File: src/rtl/pbkdf2_sha256_key_derive_defines.svh
// assertion macros for the pbkdf2 key derivation block
// no dependencies
`ifndef PBKDF2_SHA256_KEY_DERIVE_DEFINES_SVH
`define PBKDF2_SHA256_KEY_DERIVE_DEFINES_SVH
// implication checked at every edge outside reset
`define PBK_ASSERT_IMP(label, clk, rst_n, ante, cons, msg) \
  label: assert property (@(posedge clk) disable iff (!rst_n) (ante) |-> (cons)) \
    else $error(msg);
// next-cycle implication
`define PBK_ASSERT_NXT(label, clk, rst_n, ante, cons, msg) \
  label: assert property (@(posedge clk) disable iff (!rst_n) (ante) |=> (cons)) \
    else $error(msg);
`endif

File: src/rtl/pbk_pkg.sv
// shared types, constants and sha-256 helpers for the pbkdf2 block
// no dependencies
package pbk_pkg;
  localparam int unsigned RoundW = 16;

  typedef enum logic [2:0] {
    BLK_IPAD, BLK_OPAD, BLK_SALT, BLK_MSG, BLK_OUTER
  } blk_sel_t;

  typedef struct packed {
    logic     start;      // begin compression
    blk_sel_t sel;        // which block to feed
    logic     use_iv;     // start from iv, else from base state
    logic     save_ist;   // store result as inner base
    logic     save_ost;   // store result as outer base
    logic     save_inner; // store result as inner digest
    logic     save_mac;   // store result as mac and accumulate
    logic     clr_acc;
    logic     load_key;
  } dp_cmd_t;

  typedef struct packed {
    logic done;
  } dp_sts_t;

  function automatic logic [31:0] sha_k(input logic [5:0] i);
    logic [31:0] k;
    unique case (i)
      6'd0: k = 32'h428a2f98; 6'd1: k = 32'h71374491; 6'd2: k = 32'hb5c0fbcf;
      6'd3: k = 32'he9b5dba5; 6'd4: k = 32'h3956c25b; 6'd5: k = 32'h59f111f1;
      6'd6: k = 32'h923f82a4; 6'd7: k = 32'hab1c5ed5; 6'd8: k = 32'hd807aa98;
      6'd9: k = 32'h12835b01; 6'd10: k = 32'h243185be; 6'd11: k = 32'h550c7dc3;
      6'd12: k = 32'h72be5d74; 6'd13: k = 32'h80deb1fe; 6'd14: k = 32'h9bdc06a7;
      6'd15: k = 32'hc19bf174; 6'd16: k = 32'he49b69c1; 6'd17: k = 32'hefbe4786;
      6'd18: k = 32'h0fc19dc6; 6'd19: k = 32'h240ca1cc; 6'd20: k = 32'h2de92c6f;
      6'd21: k = 32'h4a7484aa; 6'd22: k = 32'h5cb0a9dc; 6'd23: k = 32'h76f988da;
      6'd24: k = 32'h983e5152; 6'd25: k = 32'ha831c66d; 6'd26: k = 32'hb00327c8;
      6'd27: k = 32'hbf597fc7; 6'd28: k = 32'hc6e00bf3; 6'd29: k = 32'hd5a79147;
      6'd30: k = 32'h06ca6351; 6'd31: k = 32'h14292967; 6'd32: k = 32'h27b70a85;
      6'd33: k = 32'h2e1b2138; 6'd34: k = 32'h4d2c6dfc; 6'd35: k = 32'h53380d13;
      6'd36: k = 32'h650a7354; 6'd37: k = 32'h766a0abb; 6'd38: k = 32'h81c2c92e;
      6'd39: k = 32'h92722c85; 6'd40: k = 32'ha2bfe8a1; 6'd41: k = 32'ha81a664b;
      6'd42: k = 32'hc24b8b70; 6'd43: k = 32'hc76c51a3; 6'd44: k = 32'hd192e819;
      6'd45: k = 32'hd6990624; 6'd46: k = 32'hf40e3585; 6'd47: k = 32'h106aa070;
      6'd48: k = 32'h19a4c116; 6'd49: k = 32'h1e376c08; 6'd50: k = 32'h2748774c;
      6'd51: k = 32'h34b0bcb5; 6'd52: k = 32'h391c0cb3; 6'd53: k = 32'h4ed8aa4a;
      6'd54: k = 32'h5b9cca4f; 6'd55: k = 32'h682e6ff3; 6'd56: k = 32'h748f82ee;
      6'd57: k = 32'h78a5636f; 6'd58: k = 32'h84c87814; 6'd59: k = 32'h8cc70208;
      6'd60: k = 32'h90befffa; 6'd61: k = 32'ha4506ceb; 6'd62: k = 32'hbef9a3f7;
      default: k = 32'hc67178f2;
    endcase
    return k;
  endfunction

  localparam logic [255:0] SHA_IV =
    256'h6a09e667bb67ae853c6ef372a54ff53a510e527f9b05688c1f83d9ab5be0cd19;
  localparam logic [255:0] IPAD = {32{8'h36}};
  localparam logic [255:0] OPAD = {32{8'h5c}};
endpackage

File: src/rtl/pbk_sha_core.sv
// one sha-256 compression, one round per cycle
// depends on pbk_pkg
module pbk_sha_core
  import pbk_pkg::*;
(
  input  logic         clk,
  input  logic         rst_n,
  input  logic         start,
  input  logic [255:0] state_in,
  input  logic [511:0] block_in,
  output logic         done,
  output logic [255:0] state_out
);
  logic [31:0] w_r [16];
  logic [31:0] w_nxt [16];
  logic [31:0] v_r [8];
  logic [31:0] v_nxt [8];
  logic [255:0] base_r;
  logic [5:0]  rnd_r;
  logic        busy_r;
  logic        done_r;
  logic [31:0] s0, s1, t1, t2, e, a, wnew;

  always_comb begin
    a  = v_r[0];
    e  = v_r[4];
    t1 = v_r[7] + ({e[5:0], e[31:6]} ^ {e[10:0], e[31:11]} ^ {e[24:0], e[31:25]}) +
         ((e & v_r[5]) ^ (~e & v_r[6])) + sha_k(rnd_r) + w_r[0];
    t2 = ({a[1:0], a[31:2]} ^ {a[12:0], a[31:13]} ^ {a[21:0], a[31:22]}) +
         ((a & v_r[1]) ^ (a & v_r[2]) ^ (v_r[1] & v_r[2]));
    s0 = {w_r[1][6:0], w_r[1][31:7]} ^ {w_r[1][17:0], w_r[1][31:18]} ^ (w_r[1] >> 3);
    s1 = {w_r[14][16:0], w_r[14][31:17]} ^ {w_r[14][18:0], w_r[14][31:19]} ^
         (w_r[14] >> 10);
    wnew = w_r[0] + s0 + w_r[9] + s1;
    for (int i = 0; i < 15; i++) w_nxt[i] = w_r[i+1];
    w_nxt[15] = wnew;
    v_nxt[0] = t1 + t2;
    v_nxt[1] = v_r[0];
    v_nxt[2] = v_r[1];
    v_nxt[3] = v_r[2];
    v_nxt[4] = v_r[3] + t1;
    v_nxt[5] = v_r[4];
    v_nxt[6] = v_r[5];
    v_nxt[7] = v_r[6];
  end

  always_ff @(posedge clk) begin
    if (start) begin
      for (int i = 0; i < 16; i++) w_r[i] <= block_in[511-32*i -: 32];
      for (int i = 0; i < 8; i++) v_r[i] <= state_in[255-32*i -: 32];
      base_r <= state_in;
    end else if (busy_r) begin
      w_r <= w_nxt;
      v_r <= v_nxt;
    end
  end

  always_ff @(posedge clk) begin
    if (!rst_n) begin
      busy_r <= 1'b0;
      rnd_r  <= '0;
      done_r <= 1'b0;
    end else begin
      done_r <= busy_r && (rnd_r == 6'd63);
      if (start) begin
        busy_r <= 1'b1;
        rnd_r  <= '0;
      end else if (busy_r) begin
        rnd_r <= rnd_r + 6'd1;
        if (rnd_r == 6'd63) busy_r <= 1'b0;
      end
    end
  end

  assign done = done_r;
  always_comb begin
    for (int i = 0; i < 8; i++)
      state_out[255-32*i -: 32] = base_r[255-32*i -: 32] + v_r[i];
  end
endmodule

File: src/rtl/pbk_datapath.sv
// key, base states, message and accumulator around the sha core
// depends on pbk_pkg and pbk_sha_core
module pbk_datapath
  import pbk_pkg::*;
(
  input  logic         clk,
  input  logic         rst_n,
  input  dp_cmd_t      cmd,
  output dp_sts_t      sts,
  input  logic [255:0] key_in,
  input  logic [255:0] salt,
  output logic [255:0] acc
);
  logic [255:0] key_r, ist_r, ost_r, inner_r, mac_r, acc_r;
  logic [255:0] st_in, st_out;
  logic [511:0] blk;
  logic         done;

  always_comb begin
    unique case (cmd.sel)
      BLK_IPAD:  blk = {key_r ^ IPAD, IPAD};
      BLK_OPAD:  blk = {key_r ^ OPAD, OPAD};
      BLK_SALT:  blk = {salt, 32'h1, 8'h80, 152'd0, 64'd800};
      BLK_MSG:   blk = {mac_r, 8'h80, 184'd0, 64'd768};
      default:   blk = {inner_r, 8'h80, 184'd0, 64'd768};
    endcase
    priority if (cmd.use_iv) st_in = SHA_IV;
    else if (cmd.sel == BLK_OUTER) st_in = ost_r;
    else st_in = ist_r;
  end

  pbk_sha_core u_core (
    .clk(clk), .rst_n(rst_n), .start(cmd.start), .state_in(st_in),
    .block_in(blk), .done(done), .state_out(st_out)
  );

  always_ff @(posedge clk) begin
    if (cmd.load_key) key_r <= key_in;
    if (cmd.save_ist) ist_r <= st_out;
    if (cmd.save_ost) ost_r <= st_out;
    if (cmd.save_inner) inner_r <= st_out;
    if (cmd.save_mac) mac_r <= st_out;
    if (cmd.clr_acc) acc_r <= '0;
    else if (cmd.save_mac) acc_r <= acc_r ^ st_out;
  end

  assign sts.done = done;
  assign acc = acc_r;
endmodule

File: config.mk
export PLATFORM = sky130hd
export DESIGN_NAME = pbk_datapath
export DESIGN_NICKNAME = d
export VERILOG_FILES = /design/src/rtl/pbkdf2_sha256_key_derive_defines.svh /design/src/rtl/pbk_pkg.sv /design/src/rtl/pbk_sha_core.sv /design/src/rtl/pbk_datapath.sv
export SDC_FILE = /design/constraint.sdc
export NUM_CORES = 2
export LEC_CHECK = 0
export ABC_AREA = 1
export ABC_CLOCK_PERIOD_IN_PS = 27600
export BUFFER_PORTS_ARGS = -buffer_cell sky130_fd_sc_hd__buf_4
export CAP_MARGIN = 30
export CORE_MARGIN = 2
export CORE_UTILIZATION = 62
export CTS_CLUSTER_DIAMETER = 40
export DETAILED_ROUTE_END_ITERATION = 12
export PLACE_DENSITY = 0.85
export SLEW_MARGIN = 20
export SYNTH_ARGS = -nofsm -noshare
export SYNTH_HDL_FRONTEND = slang
export SYNTH_HIERARCHICAL = 1
export SYNTH_SLANG_ARGS = --single-unit
File: constraint.sdc
create_clock -name clk -period 27.6 [get_ports clk]
set_input_delay 1.38 -clock clk [delete_from_list [all_inputs] [get_ports clk]]
set_output_delay 1.38 -clock clk [all_outputs]
set_load 0.005 [all_outputs]
Word level (Yosys, flattened, before mapping)
Memories as Yosys holds them, arrays and structs flattened. A register that Yosys moved wholly into a read port is not among the register bits.
Index checks and enable logic that the tools add are counted.
{"block": "word_totals", "memories": 1, "rom_bits": 2048, "mem_bits_rw": 0, "latch_bits": 0, "ff_bits": 2568, "inputBits": 525, "out_inout_bits": 257, "wordCells": 96}
{"block": "op_classes", "muxes": 12, "reduce_logical": 4, "div_mod_pow": 0, "mul": 0, "order_cmp": 0, "n_eq_ne": 5, "add_sub_neg": 19, "n_shift": 0, "bitwise": 21}
{"name": "(name not given)", "depth": 64, "word_bits": 32, "rd": 1, "rd_ports_with_merged_regs": 1, "write_ports": 0, "line_no": "pbk_pkg.sv:28", "source": "unique case (i)"}
{"op": "case mux 512 bit (4 select lines)", "n": 1}
{"op": "two-way mux 256 bit", "n": 4}
{"op": "two-way mux 512 bit", "n": 2}
{"op": "adder 32 bit", "n": 18}
{"op": "bitwise XOR 32 bit", "n": 9}
{"op": "NOT 128 bit", "n": 2}
{"op": "bitwise XOR 256 bit", "n": 1}
{"op": "bitwise AND 32 bit", "n": 5}
{"op": "NOT 32 bit", "n": 1}
{"op": "bitwise XOR 32 x 22 -> 32 bit", "n": 1}
{"op": "bitwise XOR 32 x 29 -> 32 bit", "n": 1}
{"op": "two-way mux 6 bit", "n": 2}
{"op": "adder 6 x 1 -> 6 bit, second input constant", "n": 1}
{"op": "== test 3 x 2 -> 1 bit, second input constant", "n": 2}
{"op": "== test 6 bit, second input constant", "n": 1}
{"op": "== test 3 x 1 -> 1 bit, second input constant", "n": 1}
{"op": "== test 3 bit, second input constant", "n": 1}
{"op": "zero test 3 bit", "n": 1}
{"op": "two-way mux 1 bit", "n": 3}
{"op": "nonzero test 2 bit", "n": 1}
{"op": "OR reduction 2 bit", "n": 1}
{"op": "logical AND 1 bit", "n": 1}
{"op": "NOT 1 bit", "n": 1}

Depth between registers and ports, before layout
{"block": "depth", "word_depth": 9, "depth_mapped": 37, "mapped_depth_nobuf": 36}

By module
The synthesis kept the hierarchy.
{"mod": "pbk_sha_core", "seq_area_each_um2": 31550.3, "cells_per_inst": 8649, "n_inst": 1, "area_each_um2": 72904.9}
{"mod": "pbk_datapath", "seq_area_each_um2": 43561.8, "cells_per_inst": 5690, "n_inst": 1, "area_each_um2": 63719.9}

Least setup slack after synthesis
OpenSTA, ideal clock, no wires.
{"block": "synth_timing", "path_type": "input-to-reg", "startpoint": "input cmd[10] in the netlist's numbering", "endpoint": "register u_core.v_r (netlist bit u_core/a[0]) (enable)", "stages": 5, "setup_time_ps": 5340, "path_buffers": 3, "slack_ps": 7826, "required_time_ps": 22260, "arrival_time_ps": 14434, "cell_sequence": "buf_6 buf_2 inv_1 clkbuf_1 nand2_1"}
{"block": "synth_via", "elab_chain_cells": 1}
{"element": "start: declaration", "line_no": "pbk_datapath.sv:8", "source": "input dp_cmd_t cmd,"}
{"element": "nonzero test 2 bit (no source line)"}
{"element": "end signal: assignment", "line_no": "pbk_sha_core.sv:54", "source": "v_r <= v_nxt;"}
{"element": "end: declaration", "line_no": "pbk_sha_core.sv:16", "source": "logic [31:0] v_r [8];"}
Every way passes these cells.
A chain may end at the register's enable or synchronous reset.

Worst setup path in the final report
{"block": "layout_timing", "startpoint": "register u_core.v_r (netlist bit u_core/e[11])", "endpoint": "register u_core.v_r (netlist bit u_core/a[18]) (data pin)"}
{"block": "layout_via", "elab_chain_cells": 9, "word_cells_on_any_way": 13, "cone_classes": "5 x add/sub; 2 x mux; 6 x bitwise"}
{"element": "bitwise XOR 32 bit or NOT 32 bit (tied branches)", "line_no": "pbk_sha_core.sv:27, pbk_sha_core.sv:28"}
{"element": "bitwise XOR 32 bit or bitwise AND 32 bit (tied branches)", "line_no": "pbk_sha_core.sv:27, pbk_sha_core.sv:28"}
{"element": "adder 32 bit or bitwise XOR 32 bit (tied branches)", "line_no": "pbk_sha_core.sv:27, pbk_sha_core.sv:28"}
{"element": "adder 32 bit (*)", "line_no": "pbk_sha_core.sv:27", "source": "t1 = v_r[7] + ({e[5:0], e[31:6]} ^ {e[10:0], e[31:11]} ^ {e[24:0], e[31:25]}) +"}
{"element": "adder 32 bit (*) (2 in series)", "line_no": "pbk_sha_core.sv:28", "source": "((e & v_r[5]) ^ (~e & v_r[6])) + sha_k(rnd_r) + w_r[0];"}
{"element": "adder 32 bit (*)", "line_no": "pbk_sha_core.sv:37", "source": "v_nxt[0] = t1 + t2;"}
{"element": "two-way mux 256 bit (*)", "line_no": "pbk_sha_core.sv:52", "source": "end else if (busy_r) begin"}
{"element": "two-way mux 256 bit (*)", "line_no": "pbk_sha_core.sv:48", "source": "if (start) begin"}
Every way passes the cells marked *; elsewhere a longest branch is shown, timed or not. The select of a mux whose other input is x is not followed.

==> summary.md <==
| Metric | Value |
|---|---|
| Outcome | `finished, final reports clean` |
| Global route total overflow | `0` |
| Fmax | `0.133 GHz` |
| Die W | `473 um` |
| GRT Total Usage | `0.458` |
| Ports | `782` |
| Core Util, Final | `0.718` |
| RSZ-0062 raised after global routing | `false` |
| Number of CTS-inserted buffers | `376` |
| CP bufs+invs | `6` |
| Clock skew | `0.0882 ns` |
| PortBufs | `781` |
| Root Driver | `clkbuf_16` |
| Setup TNS Final | `0 ns` |
| WP data arrival | `8.19 ns` |
| CP Depth | `30` |
| Seq cells post-synth | `2,600` |
| Worst Reg2Reg Path Length in Cells | `30` |
| Critical path class | `reg2reg` |
| Core Area | `219,000 um2` |
| GP Congestion | `1.08` |
| Yosys warnings | `6` |
| CP max stage delay | `0.54 ns` |
| Wirelength, routed | `525 mm` |
| Post-synthesis sequential area ratio | `0.550` |
| Die Height | `473 um` |
| Post-Synthesis Cells | `14,300` |
| Async SR Flop Fraction | `0` |
| Startpoint Class | `register` |
| Ys flop type | `edfxtp_1` |
| Post-synth EDFFs | `2,304` |
| Wire per inst | `28.7 um` |
| CTS tree | `yes` |
| Unique masters post-synth | `63` |
| Slowest-stage cell, CP | `edfxtp_1` |
| Via density | `6.29` |
| Final hold violation count | `0` |
| CTS Hold Buffers Added | `0` |
| Post-CTS Setup Inserts | `0` |
| Worst path required time | `28.25 ns` |
| Worst setup EP type | `register` |
| Initial Utilization | `0.623` |
| Placed Cells | `17,500` |
| Critical path's top delay family | `adder cells` |
| Layout cells sized above 1 | `0.111` |
| Crit path max fanout | `7` |
| Clock transition at path regs | `0.06 ns` |
| P&R area growth vs syn | `15.2%` |
| Vias | `115,000` |
| Clock latency on the worst-skew pair | `0.99 ns` |
| RR Endpoint | `u_core/a[18]` |
| Iter 0 DRT Violations | `16,800` |
| Die ar. | `224,000 um2` |
| Detail Route Antenna Nets | `0` |
| CTS resizes | `0` |
| Post-DP HPWL | `385 mm` |
| DR DRC count | `0` |
| FILL cells | `15,600` |
| First-pass GRT wire length | `736 mm` |
| CP Launch Point | `u_core/e[11]` |
| Reg-to-reg slack, setup | `20.06 ns` |
| MaxCap Viol Count | `0` |
| Clk sinks | `2,600` |
| Rel. slew slack | `0.172` |
| End point of the critical path | `u_core/a[18]` |
| NumNets Final | `16,200` |
| Reg2Reg Launch Point | `u_core/e[11]` |
| Fin crit period | `7.54 ns` |
| Initial antenna violation count | `65` |
| Worst slew pin tran | `1.24 ns` |
| Syn Area/Cell | `9.53 um2` |
| Layout Cells excl Fill | `18,300` |
| Part of the cycle the worst path needs | `0.273` |
| Final count of negative-setup-slack endpoints | `0` |
| CTS H-tree depth | `5` |
| Vias in the first global route | `107,000` |
| Largest net degree at the start of global routing | `195` |
| Worst hold path type | `reg2reg` |
| CTS max path bufs | `4` |
| Max-slew violations | `0` |
| Syn Std Cell Area | `137,000 um2` |
| Num rows | `172` |
| Drt first pass iters | `7` |
## how the worst min path moves through the flow
stage | from | slack [ns] | end | cells after the start
floorplan | u_core/rnd_r[5] | 0.48 | u_core/done | 2
global placement | u_core/w_nxt[38] | 0.49 | u_core/w_nxt[70] | 2
detailed placement | u_core/w_nxt[105] | 0.49 | u_core/w_nxt[137] | 2
CTS | u_core/w_nxt[167] | 0.45 | u_core/w_nxt[199] | 2
global route | u_core/w_nxt[193] | 0.48 | u_core/w_nxt[225] | 2
finish | u_core/w_nxt[167] | 0.44 | u_core/w_nxt[199] | 2
## cell usage in the layout, fill, tap and decap left out, drive strengths merged, types with 8 or more instances in the layout
master | synthesis | layout
nand3b | 82 | 82
and2 | 8 | 8
edfxtp | 2304 | 2304
clkinv | 0 | 111
clkinvlp | 0 | 38
dfxtp | 296 | 296
and3 | 11 | 11
a21boi | 41 | 41
nand3 | 1297 | 1297
a221oi | 17 | 17
clkbuf | 264 | 437
bufinv | 0 | 26
o21ai | 680 | 680
ha | 390 | 390
nor3b | 256 | 256
inv | 1252 | 1331
nor3 | 57 | 57
xor2 | 258 | 258
nand4 | 310 | 310
nand2 | 3846 | 3846
o21bai | 66 | 66
a221o | 8 | 8
o22ai | 9 | 9
diode | 0 | 43
a21o | 105 | 105
a21oi | 726 | 726
nor4 | 39 | 39
conb | 1 | 60
o211ai | 21 | 21
nor2 | 901 | 901
xnor2 | 243 | 243
fa | 195 | 195
a31oi | 40 | 40
o221ai | 13 | 13
or2 | 153 | 153
buf | 401 | 943
o21a | 22 | 22
## sequential cells by signal (all words and copies together), names as in the netlist, 6 cells and up, named ones only
register / count
u_core/w_nxt: 480
acc: 256
inner_r: 256
ist_r: 256
key_r: 256
mac_r: 256
ost_r: 256
u_core/base_r: 256
u_core/v_nxt: 128
u_core/v_r: 64
u_core/a: 32
u_core/e: 32
u_core/w_r: 32
u_core/rnd_r: 6
## cells in the mapped netlist, types with 33 or more instances
master	number	area share
nand2_1	3839	0.11
edfxtp_1	2304	0.51
nand3_1	1293	0.047
inv_1	1240	0.034
nor2_1	890	0.024
a21oi_1	725	0.027
o21ai_0	654	0.024
ha_1	390	0.036
buf_2	310	0.011
nand4_1	309	0.014
dfxtp_1	296	0.043
clkbuf_1	262	0.0072
xor2_1	258	0.017
nor3b_1	256	0.014
xnor2_1	243	0.016
fa_1	195	0.029
a21o_1	105	0.0058
nand3b_1	82	0.0045
or2_2	78	0.0036
o21bai_1	66	0.0036
nor3_1	57	0.0021
or2_0	56	0.0026
buf_4	49	0.0027
a31oi_1	40	0.0018
nor4_1	39	0.0018
a21boi_0	33	0.0018
## worst register-to-register path: cells and delay by family (launching register included)
| family | cells | cell delay (ns) |
|---|---|---|
| XOR/XNOR | 3 | 0.97 |
| flip-flops | 1 | 0.54 |
| adder cells (fa/ha/maj) | 6 | 2.72 |
| buffers and inverters | 6 | 0.43 |
| AO/OA/AOI/OAI | 6 | 1.33 |
| AND/OR/NAND/NOR | 9 | 1.28 |
## final cells by class
type / count / area [um2] / share of cell area
flip-flops and latches: 2600 / 75100 / 0.477
multi-input cells: 9881 / 53900 / 0.342
well taps: 2871 / 3590 / 0.0228
clock buffers: 429 / 9820 / 0.0624
inverters: 1252 / 4740 / 0.0301
clock inverters: 254 / 2690 / 0.0171
diodes: 43 / 108 / 0.000684
repair buffers: 951 / 7430 / 0.0472
## layer usage
layer / share of wire / GRT usage
met3: 0.12 / 0.116
met1: 0.34 / 0.566
met4: 0.095 / 0.349
met2: 0.44 / 0.693
met5: 0.00033 / 0
## stage by stage
step	hold slack (ns)	setup slack (ns)	instance area, um2
finish	0.440	20.06	157000
global route	0.484	19.73	157000
CTS	0.447	20.12	157000
detailed placement	0.494	20.17	145000
floorplan	0.478	7.83	137000
global placement	0.488	20.18	144000
## cells by family (layout without fill, tap and decap cells)
group	Yosys count	in the layout	synth area share
and+or+nand+nor	6960	6960	0.224
DFF	2600	2600	0.550
buffers and inverters	1917	2886	0.0582
AOI/OAI and AO/OA	1775	1775	0.0721
adders and majority gates	585	585	0.0643
xor gates and xnor gates	501	501	0.0321
other	1	103	0.0000274
Power is not shown: default switching activity piles up to over one toggle a cycle in this logic, so the estimate is an artifact.
