$ cat config.mk
export PLATFORM = sky130hd
export DESIGN_NAME = pbk_ctrl
export DESIGN_NICKNAME = d
export VERILOG_FILES = /design/src/rtl/pbk_pkg.sv /design/src/rtl/pbk_ctrl.sv
export VERILOG_INCLUDE_DIRS = /design/src /design/src/rtl
export SDC_FILE = /design/constraint.sdc
export NUM_CORES = 1
export LEC_CHECK = 0
export ABC_AREA = 1
export BUFFER_PORTS_ARGS = -buffer_cell sky130_fd_sc_hd__buf_4
export CAP_MARGIN = 20
export CORE_UTILIZATION = 50
export DETAILED_ROUTE_END_ITERATION = 10
export PLACE_DENSITY = 0.8
export SYNTH_ARGS = -nofsm -noshare
export SYNTH_HDL_FRONTEND = slang
export SYNTH_SLANG_ARGS = --single-unit
$ cat constraint.sdc
create_clock -name clk -period 1.8 [get_ports clk]
set_input_delay 0.18 -clock clk [delete_from_list [all_inputs] [get_ports clk]]
set_output_delay 0.18 -clock clk [all_outputs]
set_load 0.03 [all_outputs]
$ cat src/rtl/pbkdf2_sha256_key_derive_defines.svh
// assertion macros for the pbkdf2 key derivation block
// no dependencies
`ifndef PBKDF2_SHA256_KEY_DERIVE_DEFINES_SVH
`define PBKDF2_SHA256_KEY_DERIVE_DEFINES_SVH
// implication checked at every edge outside reset
`define PBK_ASSERT_IMP(label, clk, rst_n, ante, cons, msg) \
  label: assert property (@(posedge clk) disable iff (!rst_n) (ante) |-> (cons)) \
    else $error(msg);
// next-cycle implication
`define PBK_ASSERT_NXT(label, clk, rst_n, ante, cons, msg) \
  label: assert property (@(posedge clk) disable iff (!rst_n) (ante) |=> (cons)) \
    else $error(msg);
`endif

$ cat src/rtl/pbk_pkg.sv
// shared types, constants and sha-256 helpers for the pbkdf2 block
// no dependencies
package pbk_pkg;
  localparam int unsigned RoundW = 16;

  typedef enum logic [2:0] {
    BLK_IPAD, BLK_OPAD, BLK_SALT, BLK_MSG, BLK_OUTER
  } blk_sel_t;

  typedef struct packed {
    logic     start;      // begin compression
    blk_sel_t sel;        // which block to feed
    logic     use_iv;     // start from iv, else from base state
    logic     save_ist;   // store result as inner base
    logic     save_ost;   // store result as outer base
    logic     save_inner; // store result as inner digest
    logic     save_mac;   // store result as mac and accumulate
    logic     clr_acc;
    logic     load_key;
  } dp_cmd_t;

  typedef struct packed {
    logic done;
  } dp_sts_t;

  function automatic logic [31:0] sha_k(input logic [5:0] i);
    logic [31:0] k;
    unique case (i)
      6'd0: k = 32'h428a2f98; 6'd1: k = 32'h71374491; 6'd2: k = 32'hb5c0fbcf;
      6'd3: k = 32'he9b5dba5; 6'd4: k = 32'h3956c25b; 6'd5: k = 32'h59f111f1;
      6'd6: k = 32'h923f82a4; 6'd7: k = 32'hab1c5ed5; 6'd8: k = 32'hd807aa98;
      6'd9: k = 32'h12835b01; 6'd10: k = 32'h243185be; 6'd11: k = 32'h550c7dc3;
      6'd12: k = 32'h72be5d74; 6'd13: k = 32'h80deb1fe; 6'd14: k = 32'h9bdc06a7;
      6'd15: k = 32'hc19bf174; 6'd16: k = 32'he49b69c1; 6'd17: k = 32'hefbe4786;
      6'd18: k = 32'h0fc19dc6; 6'd19: k = 32'h240ca1cc; 6'd20: k = 32'h2de92c6f;
      6'd21: k = 32'h4a7484aa; 6'd22: k = 32'h5cb0a9dc; 6'd23: k = 32'h76f988da;
      6'd24: k = 32'h983e5152; 6'd25: k = 32'ha831c66d; 6'd26: k = 32'hb00327c8;
      6'd27: k = 32'hbf597fc7; 6'd28: k = 32'hc6e00bf3; 6'd29: k = 32'hd5a79147;
      6'd30: k = 32'h06ca6351; 6'd31: k = 32'h14292967; 6'd32: k = 32'h27b70a85;
      6'd33: k = 32'h2e1b2138; 6'd34: k = 32'h4d2c6dfc; 6'd35: k = 32'h53380d13;
      6'd36: k = 32'h650a7354; 6'd37: k = 32'h766a0abb; 6'd38: k = 32'h81c2c92e;
      6'd39: k = 32'h92722c85; 6'd40: k = 32'ha2bfe8a1; 6'd41: k = 32'ha81a664b;
      6'd42: k = 32'hc24b8b70; 6'd43: k = 32'hc76c51a3; 6'd44: k = 32'hd192e819;
      6'd45: k = 32'hd6990624; 6'd46: k = 32'hf40e3585; 6'd47: k = 32'h106aa070;
      6'd48: k = 32'h19a4c116; 6'd49: k = 32'h1e376c08; 6'd50: k = 32'h2748774c;
      6'd51: k = 32'h34b0bcb5; 6'd52: k = 32'h391c0cb3; 6'd53: k = 32'h4ed8aa4a;
      6'd54: k = 32'h5b9cca4f; 6'd55: k = 32'h682e6ff3; 6'd56: k = 32'h748f82ee;
      6'd57: k = 32'h78a5636f; 6'd58: k = 32'h84c87814; 6'd59: k = 32'h8cc70208;
      6'd60: k = 32'h90befffa; 6'd61: k = 32'ha4506ceb; 6'd62: k = 32'hbef9a3f7;
      default: k = 32'hc67178f2;
    endcase
    return k;
  endfunction

  localparam logic [255:0] SHA_IV =
    256'h6a09e667bb67ae853c6ef372a54ff53a510e527f9b05688c1f83d9ab5be0cd19;
  localparam logic [255:0] IPAD = {32{8'h36}};
  localparam logic [255:0] OPAD = {32{8'h5c}};
endpackage

$ cat src/rtl/pbk_ctrl.sv
// sequencer for pads, first and chained hmac passes
// depends on pbk_pkg and the defines header
`include "pbkdf2_sha256_key_derive_defines.svh"
module pbk_ctrl
  import pbk_pkg::*;
(
  input  logic              clk,
  input  logic              rst_n,
  input  logic              in_valid,
  output logic              in_ready,
  output logic              out_valid,
  input  logic              out_ready,
  input  logic [RoundW-1:0] rounds,
  input  dp_sts_t           sts,
  output dp_cmd_t           cmd
);
  localparam logic [2:0] S_IDLE  = 3'd0;
  localparam logic [2:0] S_IPAD  = 3'd1;
  localparam logic [2:0] S_OPAD  = 3'd2;
  localparam logic [2:0] S_INNER = 3'd3;
  localparam logic [2:0] S_OUTER = 3'd4;
  localparam logic [2:0] S_OUT   = 3'd5;

  logic [2:0]        st_r, st_nxt;
  logic [RoundW-1:0] n_r, n_nxt;
  logic              first_r, first_nxt;
  logic              go_r, go_nxt;

  assign in_ready  = (st_r == S_IDLE);
  assign out_valid = (st_r == S_OUT);

  always_comb begin
    st_nxt = st_r;
    n_nxt = n_r;
    first_nxt = first_r;
    go_nxt = 1'b0;
    cmd = '0;
    cmd.sel = BLK_IPAD;
    unique case (st_r)
      S_IDLE: begin
        if (in_valid) begin
          cmd.load_key = 1'b1;
          cmd.clr_acc = 1'b1;
          n_nxt = rounds;
          first_nxt = 1'b1;
          if (rounds == '0) st_nxt = S_OUT;
          else begin
            st_nxt = S_IPAD;
            go_nxt = 1'b1;
          end
        end
      end
      S_IPAD: begin
        cmd.sel = BLK_IPAD;
        cmd.use_iv = 1'b1;
        cmd.start = go_r;
        if (sts.done) begin
          cmd.save_ist = 1'b1;
          st_nxt = S_OPAD;
          go_nxt = 1'b1;
        end
      end
      S_OPAD: begin
        cmd.sel = BLK_OPAD;
        cmd.use_iv = 1'b1;
        cmd.start = go_r;
        if (sts.done) begin
          cmd.save_ost = 1'b1;
          st_nxt = S_INNER;
          go_nxt = 1'b1;
        end
      end
      S_INNER: begin
        cmd.sel = first_r ? BLK_SALT : BLK_MSG;
        cmd.start = go_r;
        if (sts.done) begin
          cmd.save_inner = 1'b1;
          st_nxt = S_OUTER;
          go_nxt = 1'b1;
        end
      end
      S_OUTER: begin
        cmd.sel = BLK_OUTER;
        cmd.start = go_r;
        if (sts.done) begin
          cmd.save_mac = 1'b1;
          first_nxt = 1'b0;
          n_nxt = n_r - 1'b1;
          if (n_r == 1) st_nxt = S_OUT;
          else begin
            st_nxt = S_INNER;
            go_nxt = 1'b1;
          end
        end
      end
      S_OUT: if (out_ready) st_nxt = S_IDLE;
      default: st_nxt = S_IDLE;
    endcase
  end

  always_ff @(posedge clk) begin
    if (!rst_n) begin
      st_r <= S_IDLE;
      n_r <= '0;
      first_r <= 1'b0;
      go_r <= 1'b0;
    end else begin
      st_r <= st_nxt;
      n_r <= n_nxt;
      first_r <= first_nxt;
      go_r <= go_nxt;
    end
  end

  `PBK_ASSERT_IMP(a_no_accept_busy, clk, rst_n, st_r != S_IDLE, !in_ready, "busy but ready")
  `PBK_ASSERT_NXT(a_out_holds, clk, rst_n, out_valid && !out_ready, out_valid, "result dropped")
  `PBK_ASSERT_IMP(a_done_busy, clk, rst_n, sts.done, st_r != S_IDLE && st_r != S_OUT,
    "stray done")
endmodule

[After elaboration in Yosys (flattened, before gate mapping)]
Cells that the tools add are included.
Storage, ports and cells
  bits in registers: 21
  input bits: 21
Operators by class
  add/sub/neg operators: 1
  equal/unequal tests: 12
  multiplexer cells: 30
  reduce and logical (&&, ||, !) cells: 7
Operators by type and width (number)
  16-bit 2-to-1 mux: 2
  16-bit case mux with 2 select lines: 1
  3-bit 2-to-1 mux: 8
  3-bit case mux with 6 select lines: 1
  16-bit by 1-bit == test with 1-bit output, second input constant: 1
  16-bit zero test: 1
  4-bit case mux with 4 select lines: 1
  16-bit by 1-bit subtractor with 16-bit output, second input constant: 1
  1-bit 2-to-1 mux: 13
  2-bit != test, second input constant: 5
  3-bit by 2-bit == test with 1-bit output, second input constant: 2
  3-bit == test, second input constant: 2
  6-bit AND reduction: 1
  2-bit 2-to-1 mux: 2
  3-bit by 1-bit == test with 1-bit output, second input constant: 1
  3-bit zero test: 1
  1-bit case mux with 3 select lines: 1
  3-bit AND reduction: 1
  3-bit OR reduction: 1
  2-bit by 1-bit != test with 1-bit output, second input constant: 1
  1-bit case mux with 2 select lines: 1
  2-bit nonzero test: 1
  2-bit OR reduction: 1

[Longest topological paths before layout]
Gate-level depths: netlist of the first run.
  depth after elaboration: 4
  depth in mapped cells: 10
  depth with buffers taken out: 10

[Worst setup path before layout of the first run]
No wires, ideal clock.
  kind: register to register
  start: register st_r[2]
  end: register st_r[0]
  arrival: 1.686 ns
  required time: 1.678 ns
  path slack: -0.007 ns
  cell stages (with the launch flop): 8
  path buffers: 0
  period minus slack after synthesis: 1.807 ns
  cells stage by stage: dfxtp_1 -> inv_1 -> nor3_1 -> nand2_1 -> nand2_1 -> nor2_1 -> o21ai_0 -> a21oi_1
On the way
  longest elaborated chain between the ends: 3
  elaborated cells between the ends (all ways): 14
  those cells by class: 11 x eq/ne; 1 x mux; 2 x reduce/logical
Ends and longest elaborated chain
  from (decl): line pbk_ctrl.sv:24  | logic [2:0] st_r, st_nxt;
  from (signal assigned): line pbk_ctrl.sv:108  | st_r <= st_nxt;
  3-bit == test *
  net out_valid: line pbk_ctrl.sv:11  | output logic out_valid,
  2-bit by 1-bit != test with 1-bit output (no line)
  6-bit AND reduction (no line)
The timed path passes the listed nets; every way through them passes the cells marked *.
A chain may end at the register's enable or synchronous reset.

==> results of run 1 <==
-- worst reg2reg max path: cells and delay by family, from the launching register on --
family / cells / cell delay (ns)
buffers and inverters: 2 / 0.35
DFF: 1 / 0.38
and+or+nand+nor: 7 / 0.58
AOI/OAI and AO/OA: 1 / 0.22
-- report_power, final --
part / switching, mW / total (mW) / internal [mW]
registers: 0.106 / 0.666 / 0.561
clock network: 0.149 / 0.236 / 0.0866
logic: 0.789 / 1.22 / 0.432
total: 1.04 / 2.12 / 1.08
-- sequential cells by signal, indices dropped and copies added (netlist names) --
signal	flops
n_r	16
st_r	3
first_r	1
go_r	1
-- final timing paths --
kind	slack, ns	depth (start not counted)	endpoint	start
worst max register to register	0.18	10	n_r[10]$_SDFFE_PN0P_	st_r[0]$_SDFFE_PN0P_
worst max-delay path	0.12	5	cmd[9]	st_r[0]$_SDFFE_PN0P_
worst min register to register	0.49	2	first_r$_SDFFE_PN0P_	first_r$_SDFFE_PN0P_
worst min-delay path	0.14	3	go_r$_SDFF_PN0_	sts
-- layer usage --
metal  vias up  wire (um)
met5         -          0
met1       758       1937
met2        61       1782
met4         0         19
li1        933          -
met3         2        277
-- synth_stat cells --
cell,number
sky130_fd_sc_hd__nand2_2,3
sky130_fd_sc_hd__buf_6,2
sky130_fd_sc_hd__nor2_1,43
sky130_fd_sc_hd__o211ai_1,1
sky130_fd_sc_hd__inv_2,2
sky130_fd_sc_hd__buf_4,1
sky130_fd_sc_hd__inv_1,31
sky130_fd_sc_hd__nand2_4,1
sky130_fd_sc_hd__ha_1,2
sky130_fd_sc_hd__a21boi_0,1
sky130_fd_sc_hd__o31ai_1,1
sky130_fd_sc_hd__nand3b_1,1
sky130_fd_sc_hd__o21ai_2,1
sky130_fd_sc_hd__buf_2,3
sky130_fd_sc_hd__a21oi_1,20
sky130_fd_sc_hd__dfxtp_1,21
sky130_fd_sc_hd__or2_2,3
sky130_fd_sc_hd__nor3_1,1
sky130_fd_sc_hd__nor2_4,1
sky130_fd_sc_hd__buf_8,1
sky130_fd_sc_hd__a31oi_1,1
sky130_fd_sc_hd__nor2_2,1
sky130_fd_sc_hd__o21ai_1,3
sky130_fd_sc_hd__clkbuf_1,1
sky130_fd_sc_hd__nand4_1,2
sky130_fd_sc_hd__o21ai_0,21
sky130_fd_sc_hd__nand3_1,23
sky130_fd_sc_hd__nand2_1,81
-- metrics by stage --
stage	total power, mW	utilization	std cells	hold WS (ns)	setup slack, ns
3_5_place_dp	1.878	0.6434	335	0.4631	0.2580
5_1_grt	2.293	0.6526	339	0.1384	0.02882
3_3_place_gp	1.867	0.6434	335	0.4602	0.3000
4_1_cts	2.115	0.6526	339	0.1386	0.1213
6_report	2.123	0.6526	339	0.1440	0.1178
2_1_floorplan	1.579	-	273	0.2910	0.1582
-- area by class of cell --
class,count,area (sq um)
Tap cell,31,38.79
Clock buffer,4,26.28
Timing Repair Buffer,39,292.8
Fill cell,271,991.0
Sequential cell,21,420.4
Multi-Input combinational cell,211,959.7
Inverter,33,123.9
-- kinds of logic (layout without fill, tap and decap cells) --
group,Yosys count,after routing
adder cells (fa/ha/maj),2,2
flip-flops,21,21
buffers and inverters,41,76
AND/OR/NAND/NOR,160,160
AO/OA/AOI/OAI,49,49
==> metrics.txt, run 1 <==
# TYPE chip_impl_metric gauge
chip_impl_metric{name="relSlewSlack",unit=""} 0.6752
chip_impl_metric{name="ys.warnings.count",unit=""} 0
chip_impl_metric{name="post-route-drc-count",unit=""} 0
chip_impl_metric{name="drv_cap",unit=""} 0
chip_impl_metric{name="vertical_die_dimension",unit="um"} 57.91
chip_impl_info{name="hold_path_class",value="input port to flip-flop"} 1
chip_impl_info{name="cp_common_cell",value="sky130_fd_sc_hd__buf_4"} 1
chip_impl_metric{name="cts_max_level",unit=""} 1
chip_impl_metric{name="critical_path.max_fanout",unit=""} 13
chip_impl_metric{name="total_die_area",unit="sq um"} 3353
chip_impl_metric{name="grt_max_degree",unit=""} 20
chip_impl_info{name="setup.worst_path.class",value="flip-flop to primary output"} 1
chip_impl_info{name="status",value="finished, final reports clean"} 1
chip_impl_metric{name="clock_sink_count",unit=""} 21
chip_impl_metric{name="clkLatencyLatePin",unit="ns"} 0.31
chip_impl_metric{name="layout_worst_path_cycle_share",unit=""} 0.9346
chip_impl_metric{name="io-pin-count",unit=""} 34
chip_impl_info{name="rsz0062_at_grt",value="no"} 1
chip_impl_metric{name="synth_compound_gate_area_share",unit=""} 0.1649
chip_impl_metric{name="netlist_instances",unit=""} 273
chip_impl_metric{name="power-per-cell-area",unit="nW/um^2"} 1140
chip_impl_metric{name="antenna_violations_before_repair",unit=""} 0
chip_impl_metric{name="post_route_cells_drive_above_1_share",unit=""} 0.1786
chip_impl_info{name="netlist_top_cells_area",value="sky130_fd_sc_hd__dfxtp_1 (27%), sky130_fd_sc_hd__nand2_1 (19%), sky130_fd_sc_hd__nor2_1 (10%)"} 1
chip_impl_metric{name="antenna_left",unit=""} 0
chip_impl_info{name="timing.critical_path.max_delay_family",value="buffers and inverters"} 1
chip_impl_metric{name="count_of_instances_resized_after_the_clock_tree_is_built",unit=""} 0
chip_impl_metric{name="drt-pass1-iter-count",unit=""} 6
chip_impl_metric{name="synth_nets",unit=""} 296
chip_impl_metric{name="drt_wl_total",unit="um"} 4016
chip_impl_metric{name="row_count",unit=""} 19
chip_impl_info{name="most-common-layout-cells",value="sky130_fd_sc_hd__nand2_1 (81), sky130_fd_sc_hd__nor2_1 (43), sky130_fd_sc_hd__buf_4 (39)"} 1
chip_impl_metric{name="wire_length_of_the_first_global_routing_pass",unit="um"} 6630
chip_impl_info{name="combinational_family_with_the_most_area_after_synthesis",value="simple AND/OR/NAND/NOR gates"} 1
chip_impl_info{name="mostFrequentLayoutCell",value="sky130_fd_sc_hd__nand2_1"} 1
chip_impl_metric{name="grtUsageTotal",unit=""} 0.2522
chip_impl_info{name="synth.largest_area_cell",value="sky130_fd_sc_hd__dfxtp_1"} 1
chip_impl_metric{name="detail_route.vias_per_cell",unit=""} 5.174
chip_impl_info{name="startpoint_type",value="flip-flop"} 1
chip_impl_metric{name="synth_largest_type_area_fraction",unit=""} 0.2690
chip_impl_info{name="grt_busiest_layer",value="met2"} 1
chip_impl_metric{name="yosys-mux-area-fraction",unit=""} 0
chip_impl_metric{name="syn_area_per_cell",unit="sq um"} 5.724
chip_impl_metric{name="die_w",unit="um"} 57.91
chip_impl_info{name="clk_root_buffer_cell",value="sky130_fd_sc_hd__clkbuf_4"} 1
chip_impl_metric{name="vdd_ir_drop_max",unit="mV"} 0.8801
chip_impl_metric{name="num_antenna_cells",unit=""} 0
chip_impl_metric{name="grtUsageMet3",unit=""} 0.04911
chip_impl_metric{name="syn_to_final_growth",unit="%"} 19.14
chip_impl_metric{name="met1_usage",unit=""} 0.3472
chip_impl_metric{name="setup_violations",unit=""} 0
chip_impl_metric{name="maxSlewViolCount",unit=""} 0
chip_impl_metric{name="ys_seq_elements",unit=""} 21
chip_impl_info{name="cp-end-kind",value="primary output"} 1
chip_impl_metric{name="clk_pin_slew_worst_paths",unit="ns"} 0.12
chip_impl_metric{name="finalWorstPathRequiredPeriod",unit="ns"} 1.682
chip_impl_metric{name="synth_cell_types",unit=""} 28
chip_impl_metric{name="post_synth_fa_ha_maj_area_fraction",unit=""} 0.01601
chip_impl_metric{name="num_vias",unit=""} 1754
chip_impl_metric{name="cts_made_buffers",unit=""} 3
chip_impl_metric{name="grt_pass1_vias",unit=""} 1530
chip_impl_info{name="critical-path-slowest-cell",value="sky130_fd_sc_hd__dfxtp_1"} 1
chip_impl_metric{name="worst_tran_pin_value",unit="ns"} 0.4867
chip_impl_metric{name="crit_path_buf_inv_count",unit=""} 3
chip_impl_metric{name="postPlaceCellArea",unit="sq um"} 1836
chip_impl_info{name="crit_chain",value="nor2_4 > nand2_4 > inv_2 > buf_4 > buf_4"} 1
chip_impl_metric{name="critical_path.max_stage_delay",unit="ns"} 0.38
chip_impl_metric{name="detailed_place_hpwl",unit="um"} 3090
chip_impl_metric{name="cell_area_after_synthesis",unit="sq um"} 1563
chip_impl_metric{name="largest_buffer_count_on_any_clock_path",unit=""} 2
chip_impl_metric{name="weighted_congestion_reported_at_the_end_of_routability_driven_placement",unit=""} 0.8693
chip_impl_metric{name="fin_setup_tns",unit="ns"} 0
chip_impl_metric{name="cts_hold_buffers",unit=""} 0
chip_impl_metric{name="wire_per_inst",unit="um"} 11.85
chip_impl_metric{name="post_synth_and_or_nand_nor_area_fraction",unit=""} 0.4299
chip_impl_metric{name="finalNetCount",unit=""} 332
chip_impl_metric{name="initial_utilization",unit=""} 0.5478
chip_impl_metric{name="drtIter0Drc",unit=""} 116
chip_impl_info{name="tritoncts_clock_tree",value="built"} 1
chip_impl_metric{name="critical_path_required",unit="ns"} 1.62
chip_impl_metric{name="portBuffers",unit=""} 33
chip_impl_metric{name="design_area",unit="sq um"} 1862
chip_impl_metric{name="grt-ovfl-total",unit=""} 0
chip_impl_metric{name="cts_post_setup_buffers_inserted",unit=""} 0
chip_impl_metric{name="p_leak",unit="nW"} 0.9533
chip_impl_metric{name="hold_violations",unit=""} 0
chip_impl_metric{name="globalRouteMet2Util",unit=""} 0.4072
chip_impl_metric{name="worst-endpoint-arrival",unit="ns"} 1.50
chip_impl_metric{name="ys_seq_area_frac",unit=""} 0.2690
chip_impl_metric{name="max_freq",unit="GHz"} 0.5945
chip_impl_metric{name="skew",unit="ns"} 0.007092
chip_impl_metric{name="fraction_of_synthesized_cell_area_in_xor_and_xnor_cells",unit=""} 0
chip_impl_metric{name="design.core.area",unit="sq um"} 2853
No activity file was read; power rests on OpenSTA's default activity.
==> inputs of run 2 (changes only) <==
--- a/config.mk
+++ b/config.mk
@@ -7,7 +7,7 @@
 export NUM_CORES = 1
 export LEC_CHECK = 0
 export ABC_AREA = 1
-export BUFFER_PORTS_ARGS = -buffer_cell sky130_fd_sc_hd__buf_4
+export BUFFER_PORTS_ARGS = -buffer_cell sky130_fd_sc_hd__buf_2
 export CAP_MARGIN = 20
 export CORE_UTILIZATION = 50
 export DETAILED_ROUTE_END_ITERATION = 10
==> constraint.sdc (replaced) <==
create_clock -name clk -period 1.8 [get_ports clk]
set_input_delay 0.18 -clock clk [delete_from_list [all_inputs] [get_ports clk]]
set_output_delay 0.18 -clock clk [all_outputs]
set_load 0.02 [all_outputs]
==> metrics.txt, run 2 (synthesized netlist as in run 1, its figures left out) <==
# TYPE chip_impl_metric gauge
chip_impl_info{name="most-common-layout-cells",value="sky130_fd_sc_hd__nand2_1 (81), sky130_fd_sc_hd__nor2_1 (43), sky130_fd_sc_hd__buf_2 (33)"} 1
chip_impl_metric{name="number_of_flip_flops_in_the_largest_register",unit=""} 16
chip_impl_metric{name="portBuffers",unit=""} 33
chip_impl_metric{name="power-per-cell-area",unit="nW/um^2"} 1152
chip_impl_metric{name="detailed_place_hpwl",unit="um"} 3005
chip_impl_info{name="cp-end-kind",value="flip-flop"} 1
chip_impl_info{name="clk_root_buffer_cell",value="sky130_fd_sc_hd__clkbuf_4"} 1
chip_impl_metric{name="drt-pass1-iter-count",unit=""} 4
chip_impl_metric{name="crit_path_buf_inv_count",unit=""} 2
chip_impl_metric{name="grtUsageTotal",unit=""} 0.2583
chip_impl_info{name="status",value="finished, final reports clean"} 1
chip_impl_metric{name="hold_violations",unit=""} 0
chip_impl_metric{name="cts_hold_buffers",unit=""} 0
chip_impl_metric{name="detail_route.vias_per_cell",unit=""} 5.372
chip_impl_metric{name="skew",unit="ns"} 0.004015
chip_impl_metric{name="post-route-drc-count",unit=""} 0
chip_impl_metric{name="vertical_die_dimension",unit="um"} 57.91
chip_impl_metric{name="antenna_left",unit=""} 0
chip_impl_metric{name="clock_sink_count",unit=""} 21
chip_impl_info{name="setup.worst_path.class",value="flip-flop to flip-flop"} 1
chip_impl_metric{name="max_freq",unit="GHz"} 0.5980
chip_impl_metric{name="antenna_violations_before_repair",unit=""} 0
chip_impl_metric{name="combinationalPowerShare",unit=""} 0.546
chip_impl_metric{name="syn_to_final_growth",unit="%"} 12.25
chip_impl_info{name="crit_chain",value="nor2_4 > nand2_1 > inv_2 > nand2_2 > nand2_2 > inv_1 > a21oi_1 > nand2_1 > nand2_1 > nor2_1"} 1
chip_impl_metric{name="worst_tran_pin_value",unit="ns"} 0.5467
chip_impl_metric{name="clock_power_share",unit=""} 0.127
chip_impl_metric{name="regToRegSetupSlack",unit="ns"} 0.13
chip_impl_info{name="hold_path_class",value="input port to flip-flop"} 1
chip_impl_metric{name="finish.cell_count_without_fillers",unit=""} 336
chip_impl_metric{name="grt-ovfl-total",unit=""} 0
chip_impl_metric{name="grt_max_degree",unit=""} 25
chip_impl_info{name="layout_top_registers",value="n_r: 16 flops, st_r: 3 flops"} 1
chip_impl_metric{name="total_power",unit="mW"} 2.020
chip_impl_metric{name="design.core.area",unit="sq um"} 2853
chip_impl_info{name="rsz0062_at_grt",value="no"} 1
chip_impl_info{name="startpoint_type",value="flip-flop"} 1
chip_impl_metric{name="cts_max_level",unit=""} 1
chip_impl_info{name="critical-path-slowest-cell",value="sky130_fd_sc_hd__dfxtp_1"} 1
chip_impl_metric{name="p_switching",unit="mW"} 1.014
chip_impl_info{name="registers.top_by_ff_count",value="n_r"} 1
chip_impl_metric{name="layout_worst_path_cycle_share",unit=""} 0.9290
chip_impl_metric{name="finalWorstPathRequiredPeriod",unit="ns"} 1.672
chip_impl_metric{name="wire_length_of_the_first_global_routing_pass",unit="um"} 6803
chip_impl_metric{name="cts_post_setup_buffers_inserted",unit=""} 0
chip_impl_metric{name="initial_utilization",unit=""} 0.5478
chip_impl_metric{name="critical_path.max_fanout",unit=""} 12
chip_impl_metric{name="row_count",unit=""} 19
chip_impl_metric{name="cts_made_buffers",unit=""} 3
chip_impl_metric{name="total_die_area",unit="sq um"} 3353
chip_impl_metric{name="design_area",unit="sq um"} 1754
chip_impl_metric{name="maxSlewViolCount",unit=""} 0
chip_impl_metric{name="clk_pin_slew_worst_paths",unit="ns"} 0.13
chip_impl_metric{name="weighted_congestion_reported_at_the_end_of_routability_driven_placement",unit=""} 0.8833
chip_impl_metric{name="drt_wl_total",unit="um"} 4055
chip_impl_metric{name="critical_path_required",unit="ns"} 2.04
chip_impl_metric{name="relSlewSlack",unit=""} 0.6352
chip_impl_metric{name="critical_path.max_stage_delay",unit="ns"} 0.38
chip_impl_metric{name="power.internal",unit="mW"} 1.007
chip_impl_metric{name="p_leak",unit="nW"} 0.9231
chip_impl_metric{name="drtIter0Drc",unit=""} 83
chip_impl_metric{name="num_vias",unit=""} 1805
chip_impl_metric{name="wire_per_inst",unit="um"} 12.07
chip_impl_info{name="mostFrequentLayoutCell",value="sky130_fd_sc_hd__nand2_1"} 1
chip_impl_metric{name="place_inst",unit=""} 332
chip_impl_metric{name="largest_buffer_count_on_any_clock_path",unit=""} 2
chip_impl_metric{name="sequential_share_of_power",unit=""} 0.327
chip_impl_metric{name="hold_ws",unit="ns"} 0.1182
chip_impl_metric{name="swShare",unit=""} 0.5018
chip_impl_info{name="cp_common_cell",value="sky130_fd_sc_hd__nand2_1"} 1
chip_impl_info{name="timing.critical_path.max_delay_family",value="simple AND/OR/NAND/NOR gates"} 1
chip_impl_metric{name="grt_pass1_vias",unit=""} 1598
chip_impl_metric{name="setup_violations",unit=""} 0
chip_impl_metric{name="io-pin-count",unit=""} 34
chip_impl_metric{name="clkLatencyLatePin",unit="ns"} 0.33
chip_impl_metric{name="vdd_ir_drop_max",unit="mV"} 0.6615
chip_impl_info{name="tritoncts_clock_tree",value="built"} 1
chip_impl_metric{name="die_w",unit="um"} 57.91
chip_impl_metric{name="drv_cap",unit=""} 0
chip_impl_metric{name="postPlaceCellArea",unit="sq um"} 1725
chip_impl_metric{name="num_antenna_cells",unit=""} 0
chip_impl_metric{name="worst-endpoint-arrival",unit="ns"} 1.92
chip_impl_metric{name="fin_setup_tns",unit="ns"} 0
chip_impl_metric{name="post_route_cells_drive_above_1_share",unit=""} 0.1738
chip_impl_metric{name="finalNetCount",unit=""} 329
run 2: power groups by stage:
stage               sequential (mW)  combinational (mW)  clock (mW)
floorplan                     0.646               0.880           0
global placement              0.668                1.07           0
detailed placement            0.670                1.08           0
CTS                           0.658                1.09       0.258
global route                  0.676                1.24       0.275
finish                        0.661                1.10       0.257
run 2: final cells by class:
type                    count  area, sq um
well taps                  31        38.79
fillers                   291         1099
multi-input cells         211        954.7
inverters                  33        123.9
clock inverters             1        5.005
flip-flops and latches     21        421.7
repair buffers             36        187.7
clock buffers               3        22.52
run 2: worst register-to-register path: cells and delay by family (launching register included):
kind	cells	cell delay [ns]
AOI/OAI and AO/OA	1	0.22
and+or+nand+nor	7	0.67
buffers and inverters	2	0.32
DFF	1	0.38
run 2: layer usage:
layer | part of all wire | global-route usage | routed length, um
met5 | 0 | 0 | 0
met3 | 0.063 | 0.03125 | 256
met2 | 0.44 | 0.4171 | 1794
met4 | 0.014 | 0.09524 | 55
met1 | 0.48 | 0.3541 | 1948
run 2: what timing repair did:
| item | 4_1_cts | 5_1_grt |
|---|---|---|
| endpoints found under the hold margin | 0 | 0 |
| setup endpoints to repair | 0 | 1 |
| gates resized for setup | 0 | 1 |
run 2: metrics by stage:
stage                       util  setup slack [ns]
after CTS                 0.6145            0.1351
after global routing      0.6149           0.01687
after floorplan                -            0.2075
final                     0.6149            0.1277
after global placement    0.6048            0.2498
after detailed placement  0.6048            0.1798
run 2: final timing paths:
kind / start / cells past startpoint / end
max: st_r[0]$_SDFFE_PN0P_ / 10 / n_r[10]$_SDFFE_PN0P_
min: rounds[2] / 3 / n_r[2]$_SDFFE_PN0P_
max reg2reg: st_r[0]$_SDFFE_PN0P_ / 10 / n_r[10]$_SDFFE_PN0P_
min reg2reg: first_r$_SDFFE_PN0P_ / 2 / first_r$_SDFFE_PN0P_
